===== src/hdl/fst_pkg.sv =====
package fst_pkg;

    localparam int ENTRIES = 256;
    localparam int SEQ_LEN = 8;

    // entry index, length slot index and slot counter widths
    localparam int EW = (ENTRIES > 1) ? $clog2(ENTRIES) : 1;
    localparam int SW = (SEQ_LEN > 1) ? $clog2(SEQ_LEN) : 1;
    localparam int KW = $clog2(SEQ_LEN + 1);

    localparam logic [1:0] ST_OK    = 2'd0;
    localparam logic [1:0] ST_FULL  = 2'd1;
    localparam logic [1:0] ST_EMPTY = 2'd2;

    localparam logic MODE_RECORD = 1'b0;
    localparam logic MODE_READ   = 1'b1;

    typedef struct packed {
        logic [31:0] src_ip;
        logic [31:0] dst_ip;
        logic [15:0] sport;
        logic [15:0] dport;
        logic [7:0]  protocol;
    } t_key;

    typedef struct packed {
        logic [15:0] cnt;
        logic [31:0] bytes;
        logic [63:0] first;
        logic [63:0] last;
    } t_ent;

    typedef struct packed {
        logic        mode;
        logic [31:0] src_ip;
        logic [31:0] dst_ip;
        logic [15:0] sport;
        logic [15:0] dport;
        logic [7:0]  protocol;
        logic [15:0] plen;
        logic [63:0] timestamp;
        logic [7:0]  entry_select;
    } t_in;

    typedef struct packed {
        logic [1:0]  status;
        logic [7:0]  entry_index;
        logic [31:0] flow_src_ip;
        logic [31:0] flow_dst_ip;
        logic [31:0] flow_ports;
        logic [7:0]  flow_protocol;
        logic [15:0] packet_count;
        logic [31:0] byte_count;
        logic [63:0] duration_ticks;
        logic [2:0]  seq_position;
        logic [15:0] seq_length;
        logic        last;
    } t_out;

    typedef struct packed {
        logic          load_in;
        logic          look;
        logic          rd_entry;
        logic          upd;
        logic          out_status;
        logic          rd_len;
        logic          show_len;
        logic          clear;
        logic [KW-1:0] slot;
    } t_cmd;

    typedef struct packed {
        logic mode;
        logic full;
        logic empty;
    } t_sts;

endpackage


===== src/hdl/fst_ctrl.sv =====
module fst_ctrl (
    input  logic          i_clk,
    input  logic          i_rst_n,
    input  logic          i_in_valid,
    output logic          o_in_ready,
    output logic          o_out_valid,
    input  logic          i_out_ready,
    input  fst_pkg::t_sts i_sts,
    output fst_pkg::t_cmd o_cmd
);
    import fst_pkg::*;

    localparam logic [2:0] S_IDLE  = 3'd0;
    localparam logic [2:0] S_LOOK  = 3'd1;
    localparam logic [2:0] S_RD    = 3'd2;
    localparam logic [2:0] S_UPD   = 3'd3;
    localparam logic [2:0] S_LEN   = 3'd4;
    localparam logic [2:0] S_LWAIT = 3'd5;
    localparam logic [2:0] S_OUT   = 3'd6;

    logic [2:0]    r_state, n_state;
    logic [KW-1:0] r_slot, n_slot;
    logic          readout;

    assign readout     = (i_sts.mode == MODE_READ) && !i_sts.empty;
    assign o_in_ready  = (r_state == S_IDLE);
    assign o_out_valid = (r_state == S_OUT);

    always_comb begin
        n_state = r_state;
        n_slot  = r_slot;
        o_cmd   = '0;
        o_cmd.slot = r_slot;
        unique case (r_state)
            S_IDLE: begin
                if (i_in_valid) begin
                    o_cmd.load_in = 1'b1;
                    n_state = S_LOOK;
                end
            end
            S_LOOK: begin
                o_cmd.look = 1'b1;
                n_state = S_RD;
            end
            S_RD: begin
                if (i_sts.full || i_sts.empty) begin
                    o_cmd.out_status = 1'b1;
                    n_state = S_OUT;
                end else begin
                    o_cmd.rd_entry = 1'b1;
                    n_slot = '0;
                    n_state = (i_sts.mode == MODE_READ) ? S_LEN : S_UPD;
                end
            end
            S_UPD: begin
                o_cmd.upd = 1'b1;
                n_state = S_OUT;
            end
            S_LEN: begin
                o_cmd.rd_len = 1'b1;
                n_state = S_LWAIT;
            end
            S_LWAIT: begin
                o_cmd.show_len = 1'b1;
                n_state = S_OUT;
            end
            S_OUT: begin
                if (i_out_ready) begin
                    if (readout && r_slot != KW'(SEQ_LEN - 1)) begin
                        n_slot  = r_slot + KW'(1);
                        n_state = S_LEN;
                    end else begin
                        o_cmd.clear = readout;
                        n_state = S_IDLE;
                    end
                end
            end
            default: n_state = S_IDLE;
        endcase
    end

    always_ff @(posedge i_clk) begin
        if (!i_rst_n) begin
            r_state <= S_IDLE;
            r_slot  <= '0;
        end else begin
            r_state <= n_state;
            r_slot  <= n_slot;
        end
    end

    a_slot_range: assert property (@(posedge i_clk) disable iff (!i_rst_n)
        r_slot <= KW'(SEQ_LEN - 1))
        else $error("slot counter past last length slot");
    a_one_side: assert property (@(posedge i_clk) disable iff (!i_rst_n)
        !(o_in_ready && o_out_valid))
        else $error("input ready while result pending");
    a_out_after: assert property (@(posedge i_clk) disable iff (!i_rst_n)
        (o_cmd.upd || o_cmd.show_len || o_cmd.out_status) |=> o_out_valid)
        else $error("result loaded but not offered");
endmodule


===== config.mk =====
export PLATFORM = sky130hd
export DESIGN_NAME = fst_ctrl
export DESIGN_NICKNAME = d
export VERILOG_FILES = /design/src/hdl/fst_pkg.sv /design/src/hdl/fst_ctrl.sv
export SDC_FILE = /design/constraint.sdc
export NUM_CORES = 1
export LEC_CHECK = 0
export BUFFER_PORTS_ARGS = -buffer_cell sky130_fd_sc_hd__buf_2
export CORE_AREA = 2 2 39 41
export DETAILED_ROUTE_END_ITERATION = 16
export DIE_AREA = 0 0 41 43
export PLACE_DENSITY = 0.66
export SLEW_MARGIN = 5
export SYNTH_ARGS = -nofsm -noshare
export SYNTH_HDL_FRONTEND = slang
export SYNTH_SLANG_ARGS = --single-unit

===== constraint.sdc =====
create_clock -name i_clk -period 1.35 [get_ports i_clk]
set_input_delay 0.135 -clock i_clk [delete_from_list [all_inputs] [get_ports i_clk]]
set_output_delay 0.135 -clock i_clk [all_outputs]
set_load 0.02 [all_outputs]

* After elaboration in Yosys (flattened, before gate mapping)
Cells that the tools add are included.
** Word-level totals
- Register bits :: 7
- Bits in latches :: 0
- RAM bits :: 0
- ROM bits :: 0
- Input port bits :: 7
- Output and inout bits :: 14
- Word-level logic and storage cells :: 46
- Memories kept :: 0
** Cells by class
- Add/sub/neg operators :: 1
- Multiply operators :: 0
- Divide/modulo/power cells :: 0
- Magnitude comparators :: 0
- Equal/unequal tests :: 11
- Shifts and indexed selects :: 0
- Multiplexer cells :: 23
- Bitwise operators :: 0
- Reduce and logical (&&, ||, !) cells :: 9
** Operator list (count)
- case mux 3 bit (6 select lines) :: 1
- two-way mux 3 bit :: 5
- two-way mux 1 bit :: 13
- two-way mux 4 bit :: 3
- == test 3 bit (second input constant) :: 3
- case mux 4 bit (2 select lines) :: 1
- == test 3 x 2 -> 1 bit (second input constant) :: 2
- adder 4 x 1 -> 4 bit (second input constant) :: 1
- inequality test 2 x 1 -> 1 bit (second input constant) :: 2
- inequality test 2 bit (second input constant) :: 2
- inequality test 4 x 3 -> 1 bit (second input constant) :: 1
- AND reduction 4 bit :: 1
- == test 3 x 1 -> 1 bit (second input constant) :: 1
- zero test 3 bit :: 1
- logical AND 1 bit :: 2
- AND reduction 2 bit :: 1
- nonzero test 2 bit :: 1
- OR reduction 2 bit :: 1
- zero test 1 bit :: 1
- logical OR 1 bit :: 1

* Longest topological paths before layout
- Depth after elaboration :: 6
- Gate-level depth with buffers :: 5

* Worst setup path before layout
OpenSTA, ideal clock, no wires.
- Path type :: register to output
- Start :: register r_slot[1]
- End :: output port o_cmd[4] in the netlist's numbering
- Data arrival time :: 1.594 ns
- Slack :: -0.379 ns
- Cell stages (with the launch flop) :: 5
- Buffers on the path :: 0
- Path through :: dfxtp_1 -> ha_1 -> inv_1 -> or3_1 -> nor3_1
** RTL lines
- start, declared :: RTL line fst_ctrl.sv:22 : logic [KW-1:0] r_slot, n_slot;
- start signal, assigned :: RTL line fst_ctrl.sv:88 : r_slot <= n_slot;
- end, declared :: RTL line fst_ctrl.sv:9 : output fst_pkg::t_cmd o_cmd

==> reports/qor.txt <==
status - complete, but fails checks
failing checks - setup timing
clock buffer depth - 2
vias in the first global route - 582
initial core utilization - 35.3%
worst hold path class - input pin to flop
io pins - 21
buffer and inverter count on the worst path - 1
DP HPWL - 1020 µm
clk_lat worst skew - 0.27 ns
Setup Skew - 0.00722 ns
slew margin rel. - 77.2%
H-tree Lvls - 1
CP required - 1.22 ns
Startpoint Class - flop
number of flops mapped to enable cells by yosys - 0
Avg Cell Area, Syn - 7.28 µm²
slowest CP cell - or3_4
initial antenna violation count - 0
Fin Setup TNS - -0.413 ns
first-pass GRT wire length - 2610 µm
Die Ht - 43 µm
Cell Chain, Critical Path - nand4b_1 > or3_4 > nor3_4 > buf_6
most area-consuming cells after synthesis - dfxtp_1, nand2_1, nor3_1, nor3b_1, a21oi_1
Routed WL - 1800 µm
met2 GRT Util - 33.1%
arrival time worst endpoint - 1.50 ns
final setup violation count - 4
pwr dens - 795 nW/µm²
GRT Total Usage - 22.2%
Die X - 41 µm
Fmax - 611 MHz
Setup Crit Path Kind - flop to output pin
distinct cell type count after synthesis - 30
CTS sink cnt - 7
CP delay by family, top - simple AND/OR/NAND/NOR gates
Area Overhead vs Synth - 82.3%
Post-synth top flop - dfxtp_1
Worst Max-Slew Pin Slew - 0.340 ns
WL per Instance - 15.0 µm
critical path's largest stage delay - 0.43 ns
Pre-antenna DRT Iters - 4
Leak - 0.381 nW
RSZ-0062 raised after global routing - yes
pin count of the biggest net entering global routing - 15
post-synth top area share - 28.7%
GPL Wtd Cong - 0.774
grt total ovfl - 0
final hold vios - 0
shortest period the worst path allows - 1.64 ns
Core ar. - 1380 µm²
die area - 1760 µm²
synthesized cell area - 488 µm²
Synth warnings - 0
DR DRC count - 0
Commonest cells post-synth - dfxtp_1, nand2_1, nor3_1
clock root buffer - clkbuf_4
port bufs - 20
Num CTS Buffers - 3
maximum vdd drop - 0.459 mV
total power - 0.707 mW
final antenna-violating net count - 0
final worst slack - -0.287 ns
Max Slew Vio Count - 0
row count - 14
DR vias - 691
M1 GR Usage - 27.1%
Final Cycle Share - 121%
Seq cells post-synth - 7
Seq/Total Area, Yosys - 28.7%
diodes inserted - 0
Initial DRC Count - 23
async set-or-reset flop fraction in the synthesized netlist - 0%
kind of end point of the critical path - output pin
Max Cap Viol - 0
CTS tree - done
GR Layer Usage met3 - 8.38%
Mapped Nets - 75
Cells after Synth - 67
nets - 113
layout cells sized above 1 - 55.8%
Worst-path clk slew - 0.05 ns
post-synth top area cell - dfxtp_1
hold_buf cts - 0
layer with the highest usage - met2
Max Fanout on Critical Path - 3
vias per cell - 5.76
what timing repair did:
action | 4_1_cts | 5_1_grt
pin swaps | 5 | 4
buffers inserted | 3 | 3
gates cloned | 0 | 1
endpoints found under the setup margin | 8 | 14
resized for setup | 18 | 17
cell families after synthesis:
kind of cell | synth area share, %
and+or+nand+nor | 38.2
muxes | 2.05
AOI/OAI and AO/OA | 23.1
DFF | 28.7
adders and majority gates | 2.56
buffers and inverters | 5.38
registers in the layout, summed over array words and instances (netlist names):
register,flops
r_slot,4
r_state,3
per-stage QoR:
| step | instances | utilization, % | hold WS, ns | setup slack [ns] | instance area, µm² |
|---|---|---|---|---|---|
| after global placement | 110 | 50.7 | 0.411 | -0.0155 | 702 |
| final | 120 | 64.3 | 0.140 | -0.287 | 890 |
| after CTS | 117 | 58.7 | 0.139 | -0.248 | 812 |
| after global routing | 120 | 64.3 | 0.143 | -0.355 | 890 |
| after floorplan | 67 | - | 0.263 | -0.0282 | 518 |
| after detailed placement | 110 | 50.7 | 0.410 | -0.0262 | 702 |
tightest hold or removal path: cells and delay by family:
kind,cells,cell delay [ns]
AOI/OAI and AO/OA,2,0.11
buffers and inverters,1,0.12
layout by cell type (no fill, tap or decap), drive strengths merged:
| cell | instances |
|---|---|
| a211oi | 2 |
| a21o | 1 |
| a21oi | 4 |
| a31oi | 1 |
| a32oi | 1 |
| and2 | 1 |
| and3 | 2 |
| buf | 36 |
| clkbuf | 4 |
| dfxtp | 7 |
| ha | 1 |
| inv | 4 |
| mux2i | 1 |
| nand2 | 7 |
| nand2b | 2 |
| nand3 | 3 |
| nand3b | 1 |
| nand4b | 1 |
| nor2 | 4 |
| nor2b | 1 |
| nor3 | 5 |
| nor3b | 3 |
| nor4b | 1 |
| o2111ai | 1 |
| o211ai | 1 |
| o21ai | 4 |
| o32a | 1 |
| o41ai | 1 |
| or3 | 2 |
| or4 | 1 |
power breakdown:
group	internal, mW	switching, mW	total, mW	leakage, nW
logic	0.131	0.147	0.279	0.306
registers	0.214	0.00741	0.221	0.0593
clock network	0.114	0.0933	0.207	0.0150
total	0.459	0.248	0.707	0.381
cell type report:
| type | instances | area, µm² |
|---|---|---|
| clock buffer | 4 | 26.3 |
| sequential | 7 | 150 |
| inverter | 4 | 17.5 |
| multi-input combinational | 53 | 409 |
| fill | 123 | 494 |
| timing repair buffer | 36 | 267 |
| tap | 16 | 20.0 |
metal layers:
metal / wire (µm) / up-vias
met5: 0 / -
met4: 66 / 0
met3: 113 / 6
met2: 961 / 34
met1: 657 / 326
li1: - / 325
path summary, 6_finish.rpt:
check                                from                     end  slack (ns)  cells after the start
hold reg to reg    r_slot[0]$_SDFFE_PN0P_  r_slot[0]$_SDFFE_PN0P_        0.54                      2
hold / removal                    i_rst_n  r_slot[0]$_SDFFE_PN0P_        0.14                      3
setup reg to reg  r_state[2]$_SDFFE_PN0P_  r_slot[2]$_SDFFE_PN0P_       -0.03                      7
setup / recovery  r_state[0]$_SDFFE_PN0P_                o_cmd[4]       -0.29                      4
(Power assumes the default switching activity.)
